File: src/butterworth_lowpass_iir5_top_macros.svh
// Assertion macros for the fifth-order low-pass filter block.
// Included by files that check their own logic; relies on clk and rst in scope.
`ifndef BUTTERWORTH_LOWPASS_IIR5_TOP_MACROS_SVH
`define BUTTERWORTH_LOWPASS_IIR5_TOP_MACROS_SVH

// Check a consequence in the same cycle as its cause.
`define BWL_ASSERT_NOW(label, ante, cons, msg) \
  label: assert property (@(posedge clk) disable iff (rst) (ante) |-> (cons)) \
    else $error(msg);

// Check a consequence in the cycle after its cause.
`define BWL_ASSERT_NEXT(label, ante, cons, msg) \
  label: assert property (@(posedge clk) disable iff (rst) (ante) |=> (cons)) \
    else $error(msg);

`endif

File: src/bwl_pkg.sv
// Shared constants and coefficient helper for the fifth-order low-pass filter.
// No dependencies; imported by the top level.
package bwl_pkg;

  // Stored output history format: signed Q4.20.
  localparam int HIST_W    = 24;
  localparam int HIST_FRAC = 20;

  // Coefficients are given as integers over this decimal scale.
  localparam int DEC_SCALE = 10000;

  localparam int FF_TAPS = 6;
  localparam int FB_TAPS = 5;

  // Feedforward b0..b5 and feedback a1..a5, scaled by DEC_SCALE.
  localparam int FF_DEC [FF_TAPS] = '{13, 64, 128, 128, 64, 13};
  localparam int FB_DEC [FB_TAPS] = '{29754, -38060, 25453, -8811, 1254};

  // Round the magnitude half up to frac fraction bits, then restore the sign.
  function automatic longint coef_fixed(input int dec, input int frac);
    longint mag;
    longint val;
    mag = (dec < 0) ? -longint'(dec) : longint'(dec);
    val = ((mag <<< frac) + longint'(DEC_SCALE / 2)) / DEC_SCALE;
    return (dec < 0) ? -val : val;
  endfunction

endpackage

File: src/bwl_cell.sv
// One tap cell of the transposed filter chain: a partial sum register.
// Self-contained; instantiated in rows by the top level.
module bwl_cell #(
  parameter int DATA_W = 16,
  parameter int COEF_W = 23,
  parameter int SUM_W  = 48,
  parameter logic signed [COEF_W-1:0] COEF = '0
) (
  input  logic                     clk,
  input  logic                     rst,
  input  logic                     en,
  input  logic signed [DATA_W-1:0] data,
  input  logic signed [SUM_W-1:0]  sum_in,
  output logic signed [SUM_W-1:0]  sum
);

  localparam int PROD_W = DATA_W + COEF_W;

  logic signed [PROD_W-1:0] prod;
  logic signed [SUM_W-1:0]  sum_next;

  // Weight the new value and add the neighbour's partial sum
  assign prod     = PROD_W'(data) * PROD_W'(COEF);
  assign sum_next = sum_in + SUM_W'(prod);

  // Advance the partial sum once per request; history starts at zero
  always_ff @(posedge clk) begin
    if (rst) begin
      sum <= '0;
    end else if (en) begin
      sum <= sum_next;
    end
  end

endmodule

File: src/bwl_round.sv
// Round half up by a fixed shift, then saturate to a narrower signed word.
// Self-contained; used for the stored history and for the output sample.
module bwl_round #(
  parameter int IN_W  = 64,
  parameter int SHIFT = 35,
  parameter int OUT_W = 24
) (
  input  logic signed [IN_W-1:0]  value,
  output logic signed [OUT_W-1:0] rounded,
  output logic                    clipped
);

  localparam int EXT_W = IN_W + 1;
  localparam logic signed [EXT_W-1:0] HALF = EXT_W'(1) << (SHIFT - 1);
  localparam logic signed [EXT_W-1:0] HI =
    {{(EXT_W - OUT_W + 1){1'b0}}, {(OUT_W - 1){1'b1}}};
  localparam logic signed [EXT_W-1:0] LO = ~HI;

  logic signed [EXT_W-1:0] biased;
  logic signed [EXT_W-1:0] shifted;

  // Add half an output step, then drop the fraction towards minus infinity
  assign biased  = EXT_W'(value) + HALF;
  assign shifted = biased >>> SHIFT;

  // Clip to the signed output range
  always_comb begin
    if (shifted > HI) begin
      rounded = HI[OUT_W-1:0];
      clipped = 1'b1;
    end else if (shifted < LO) begin
      rounded = LO[OUT_W-1:0];
      clipped = 1'b1;
    end else begin
      rounded = shifted[OUT_W-1:0];
      clipped = 1'b0;
    end
  end

endmodule

File: src/butterworth_lowpass_iir5_top.sv
// Fifth-order Butterworth low-pass filter, fixed coefficients, transposed cell chains.
// Depends on bwl_pkg, bwl_cell, bwl_round and the assertion macro header.
//
//   channel  | direction | handshake                   | payload
//   ---------+-----------+-----------------------------+---------------------
//   sample   | in        | sample_valid / sample_stall | sample
//   result   | out       | result_valid / result_stall | filtered, saturated
//
// One sample per cycle unless results stall; stage one feeds the output register.
// The pace is set by the feedback loop: stored output, rounding, first feedback cell.
// Reset clears the partial sums of both chains at once, so history starts at zero.
// A stalled result holds; one further request is still taken into the first stage.
`include "butterworth_lowpass_iir5_top_macros.svh"

module butterworth_lowpass_iir5_top
  import bwl_pkg::*;
#(
  parameter int SAMPLE_WIDTH   = 16,
  parameter int COEF_FRAC_BITS = 20
) (
  input  logic                           clk,
  input  logic                           rst,
  input  logic                           sample_valid,
  output logic                           sample_stall,
  input  logic signed [SAMPLE_WIDTH-1:0] sample,
  output logic                           result_valid,
  input  logic                           result_stall,
  output logic signed [SAMPLE_WIDTH-1:0] filtered,
  output logic                           saturated
);

  localparam int COEF_W   = COEF_FRAC_BITS + 3;
  localparam int FF_W     = COEF_W + SAMPLE_WIDTH + 3;
  localparam int FB_W     = COEF_W + HIST_W + 3;
  localparam int XF       = SAMPLE_WIDTH - 1;
  localparam int TOP      = (HIST_FRAC > XF) ? HIST_FRAC : XF;
  localparam int FF_SH    = TOP - XF;
  localparam int FB_SH    = TOP - HIST_FRAC;
  localparam int FF_EXT_W = FF_W + FF_SH;
  localparam int FB_EXT_W = FB_W + FB_SH;
  localparam int ACC_W    = ((FF_EXT_W > FB_EXT_W) ? FF_EXT_W : FB_EXT_W) + 1;
  localparam int ACC_FRAC = COEF_FRAC_BITS + TOP;
  localparam logic signed [SAMPLE_WIDTH-1:0] OUT_MAX = {1'b0, {(SAMPLE_WIDTH - 1){1'b1}}};
  localparam logic signed [SAMPLE_WIDTH-1:0] OUT_MIN = ~OUT_MAX;

  logic                           stage1_valid;
  logic                           out_open;
  logic                           advance;
  logic                           accept;
  logic signed [ACC_W-1:0]        acc;
  logic signed [HIST_W-1:0]       hist_new;
  logic                           hist_clip;
  logic signed [SAMPLE_WIDTH-1:0] y_new;
  logic                           y_clip;
  logic                           at_limit;

  wire signed [FF_W-1:0] ff_sum [0:FF_TAPS];
  wire signed [FB_W-1:0] fb_sum [0:FB_TAPS];

  // Handshake: the first stage moves on when the output register is free or being taken
  assign out_open     = !result_valid || !result_stall;
  assign advance      = stage1_valid && out_open;
  assign sample_stall = stage1_valid && !out_open;
  assign accept       = sample_valid && !sample_stall;

  // Feedforward chain: cell zero ends up holding the full b-weighted sum
  assign ff_sum[FF_TAPS] = '0;
  for (genvar k = 0; k < FF_TAPS; k++) begin : g_ff
    localparam logic signed [COEF_W-1:0] B =
      COEF_W'(coef_fixed(FF_DEC[k], COEF_FRAC_BITS));
    bwl_cell #(
      .DATA_W (SAMPLE_WIDTH),
      .COEF_W (COEF_W),
      .SUM_W  (FF_W),
      .COEF   (B)
    ) u_cell (
      .clk    (clk),
      .rst    (rst),
      .en     (accept),
      .data   (sample),
      .sum_in (ff_sum[k+1]),
      .sum    (ff_sum[k])
    );
  end

  // Feedback chain: cell zero holds the a-weighted sum of past stored outputs
  assign fb_sum[FB_TAPS] = '0;
  for (genvar k = 0; k < FB_TAPS; k++) begin : g_fb
    localparam logic signed [COEF_W-1:0] A =
      COEF_W'(coef_fixed(FB_DEC[k], COEF_FRAC_BITS));
    bwl_cell #(
      .DATA_W (HIST_W),
      .COEF_W (COEF_W),
      .SUM_W  (FB_W),
      .COEF   (A)
    ) u_cell (
      .clk    (clk),
      .rst    (rst),
      .en     (advance),
      .data   (hist_new),
      .sum_in (fb_sum[k+1]),
      .sum    (fb_sum[k])
    );
  end

  // Align both sums to a common fraction and add
  assign acc = (ACC_W'(ff_sum[0]) <<< FF_SH) + (ACC_W'(fb_sum[0]) <<< FB_SH);

  // Stored history value, fed back into the chain
  bwl_round #(
    .IN_W  (ACC_W),
    .SHIFT (ACC_FRAC - HIST_FRAC),
    .OUT_W (HIST_W)
  ) u_round_hist (
    .value   (acc),
    .rounded (hist_new),
    .clipped (hist_clip)
  );

  // Output sample, taken from the full sum
  bwl_round #(
    .IN_W  (ACC_W),
    .SHIFT (ACC_FRAC - XF),
    .OUT_W (SAMPLE_WIDTH)
  ) u_round_out (
    .value   (acc),
    .rounded (y_new),
    .clipped (y_clip)
  );

  // Track a request waiting in the first stage
  always_ff @(posedge clk) begin
    if (rst) begin
      stage1_valid <= 1'b0;
    end else if (accept) begin
      stage1_valid <= 1'b1;
    end else if (advance) begin
      stage1_valid <= 1'b0;
    end
  end

  // Output register: load on advance, drop once taken
  always_ff @(posedge clk) begin
    if (rst) begin
      result_valid <= 1'b0;
    end else if (advance) begin
      result_valid <= 1'b1;
    end else if (!result_stall) begin
      result_valid <= 1'b0;
    end
  end

  always_ff @(posedge clk) begin
    if (advance) begin
      filtered  <= y_new;
      saturated <= y_clip;
    end
  end

  // A clipped output sits on one of the two range limits
  assign at_limit = (filtered == OUT_MAX) || (filtered == OUT_MIN);

  `BWL_ASSERT_NEXT(a_accept_fills_stage1, accept, stage1_valid, "request lost in stage one")
  `BWL_ASSERT_NEXT(a_advance_loads_result, advance, result_valid, "advance gave no result")
  `BWL_ASSERT_NOW(a_stage1_free, !stage1_valid, !sample_stall, "stalled with stage one empty")
  `BWL_ASSERT_NOW(a_clip_at_limit, result_valid && saturated, at_limit, "clip not at a limit")
  `BWL_ASSERT_NOW(a_hist_clip_out_clip, hist_clip, y_clip, "history clipped, output not")

endmodule

File: config.mk
export PLATFORM = sky130hd
export DESIGN_NAME = butterworth_lowpass_iir5_top
export DESIGN_NICKNAME = d
export VERILOG_FILES = /design/src/bwl_pkg.sv /design/src/bwl_cell.sv /design/src/bwl_round.sv /design/src/butterworth_lowpass_iir5_top.sv
export VERILOG_INCLUDE_DIRS = /design/src /design/src/src
export SDC_FILE = /design/constraint.sdc
export NUM_CORES = 2
export LEC_CHECK = 0
export BUFFER_PORTS_ARGS = -buffer_cell sky130_fd_sc_hd__buf_2
export CORE_AREA = 2 2 371 373
export DETAILED_ROUTE_END_ITERATION = 10
export DIE_AREA = 0 0 373 375
export GPL_TIMING_DRIVEN = 0
export PLACE_DENSITY = 0.87
export SETUP_SLACK_MARGIN = 0.05
export SYNTH_ARGS = -nofsm -noshare
export SYNTH_HDL_FRONTEND = slang
export SYNTH_SLANG_ARGS = --single-unit
File: constraint.sdc
create_clock -name clk -period 35 [get_ports clk]
set_input_delay 3.5 -clock clk [delete_from_list [all_inputs] [get_ports clk]]
set_output_delay 3.5 -clock clk [all_outputs]
set_load 0.005 [all_outputs]
==> flow_summary.json <==
{
  "dieWidth_um": 373,
  "num_rows": 136,
  "slew_headroom": -0.1445,
  "fill_cells": 11280,
  "ant_nets": 0,
  "portBuffers": 38,
  "yosys-top-cells-area": "fa_1, ha_1, dfxtp_1, inv_1, a21oi_1",
  "dp_hpwl_mm": 240.3,
  "synth.avg_cell_area_um2": 8.628,
  "finalSetupViolations": 0,
  "worst_slew_pin_slew_ps": 1717,
  "initial_core_util": 0.5941,
  "min_path_type": "flop to flop",
  "critPathTopFamily": "compound AO/OA/AOI/OAI gates",
  "viasPerCell": 6.231,
  "h-tree-depth": 2,
  "worstSetupPathType": "flop to flop",
  "path_depth": 54,
  "cts_setup_buffers": 0,
  "ys_warn_count": 0,
  "ys_seq_area_frac": 0.1208,
  "rsz0062_at_grt": "false",
  "tritoncts": "built",
  "crit_buf_inv": 11,
  "antenna_found_initial": 17,
  "slowest_delay_ps": 1120,
  "synth-edff-count": 17,
  "grt_pass1_vias": 69710,
  "status": "finished with violations",
  "yosys.area.top_type": "fa_1",
  "arrival_ps": 22630,
  "crit_path_frequent_cell": "inv_1",
  "clockBufferDepth": 3,
  "r2r.worst_path.cells": 54,
  "cts_sinks": 480,
  "cp-start-kind": "flop",
  "end_kind": "flop",
  "period_needed_ps": 21990,
  "fin_skew_ps": 63.40,
  "routed_wl_mm": 291.2,
  "syn-num-nets": 11760,
  "cts-root-buf": "clkbuf_16",
  "drcViolationCount": 0,
  "synth_flop_cell": "dfxtp_1",
  "postCtsHoldBufs": 0,
  "drv_slew": 58,
  "synthArstFlopShare": 0,
  "core_area_um2": 136300,
  "drive_gt1_frac": 0.03084,
  "worstPathMaxFanout": 16,
  "clkLatencyLatePin_ps": 750,
  "overflow": 0,
  "gp_congestion": 1.084,
  "violations": "capacitance limit, slew limit",
  "grt_usage": 0.4141,
  "synth_cell_types": 106,
  "wl_per_cell_um": 25.60,
  "via_count": 70880,
  "hold_depth": 2,
  "synth_seq_cells": 480,
  "die_y_um": 375,
  "cap_violations": 8,
  "grt_pass1_wl_mm": 431.3,
  "dr.pass1.iters": 8,
  "yosysTopAreaCellShare": 0.2519,
  "syn_inst": 9386,
  "synthesis.area_um2": 80980,
  "path_clk_slew_ps": 70,
  "area_growth_pct": 6.726,
  "die_area_um2": 139900,
  "final.period_utilization": 0.6283,
  "grt_max_degree": 62,
  "numCtsBuffers": 59,
  "cp_slowest_cell": "ha_1",
  "io_pins": 39,
  "finalSetupTns_ps": 0,
  "clock.fmax_mhz": 45.48,
  "required_ps": 35640,
  "cts_resized": 0,
  "report.final.hold_viol_count": 0,
  "fin_nets": 11890,
  "drt_iter0_markers": 7520
}
synthesized netlist by cell type, drive strengths merged (172+ instances only):
cell type	n
xnor2	465
fa	1019
inv	1657
dfxtp	463
nand2	921
clkbuf	172
nor2	459
o21ai	303
ha	1336
nand3	187
a21oi	825
nor3	177
tightest hold or removal path: stages (launching register included):
cell and delay, ps:
dfxtp_1 310, nand2_1 50, a21oi_1 50
worst paths after layout:
path / startpoint / to / slack [ps]
setup / recovery: g_fb[0].u_cell.sum[11] / g_fb[2].u_cell.sum[42] / 13010
hold reg to reg: g_fb[4].u_cell.sum[1] / g_fb[3].u_cell.sum[1] / 450
setup reg to reg: g_fb[0].u_cell.sum[11] / g_fb[2].u_cell.sum[42] / 13010
hold / removal: g_fb[4].u_cell.sum[1] / g_fb[3].u_cell.sum[1] / 450
per-stage QoR:
stage	instance area, µm²	worst slack [ps]	hold slack (ps)	cells	util
after detailed placement	84250	14090	447.2	11250	0.6181
after global placement	83410	12500	436.2	11220	0.6120
final	86430	13010	454.6	11380	0.6341
after CTS	86370	14010	453.2	11360	0.6337
after global routing	86390	12460	478.1	11360	0.6338
after floorplan	80980	20020	431.4	9386	-
cell type report:
| cell class | count | area (µm²) | share of cell area |
|---|---|---|---|
| Tap cell | 1794 | 2245 | 0.02597 |
| Antenna cell | 18 | 45.04 | 0.0005212 |
| Clock inverter | 41 | 554.3 | 0.006413 |
| Sequential cell | 480 | 9779 | 0.1132 |
| Clock buffer | 71 | 1572 | 0.01818 |
| Buffer | 208 | 825.8 | 0.009555 |
| Timing Repair Buffer | 66 | 787.0 | 0.009106 |
| Multi-Input combinational cell | 7041 | 64400 | 0.7451 |
| Inverter | 1657 | 6220 | 0.07197 |
cell usage in the layout, fill, tap and decap left out, types with 95 or more instances in the layout:
cell type,instances
a21o_1,150
xnor2_1,464
nor2_1,456
dfxtp_1,463
inv_1,1654
nand3_1,187
clkbuf_1,170
o21bai_1,95
xor2_1,137
nor3_1,174
a21oi_1,820
fa_1,1019
nand2_1,919
o21ai_0,279
ha_1,1336
metal layers:
metal / track usage / part of all wire / up-vias
met5: 0 / 0.00068 / -
met4: 0.2374 / 0.070 / 20
met3: 0.1328 / 0.13 / 942
met2: 0.5931 / 0.40 / 4222
met1: 0.5495 / 0.39 / 34390
li1: - / - / 31310
cells by family (layout without fill, tap and decap cells):
| logic type | after synthesis | count (layout) | share of synthesized area |
|---|---|---|---|
| fa+ha+maj | 2357 | 2357 | 0.4586 |
| mux | 23 | 23 | 0.002967 |
| flops | 480 | 480 | 0.1208 |
| simple gates | 2198 | 2198 | 0.1239 |
| buf+inv | 1865 | 2043 | 0.08679 |
| other cells | 0 | 18 | 0 |
| xor+xnor | 602 | 602 | 0.06511 |
| compound gates | 1861 | 1861 | 0.1419 |
flip-flops by register name, summed over array words and instances, names as in the netlist:
name             count
saturated            1
g_ff.u_cell.sum    227
filtered            16
stage1_valid         1
g_fb.u_cell.sum    234
result_valid         1
Power is left out: the tool's default activity adds up to more than one toggle a clock period on the data nets, which glitch-free logic cannot reach.
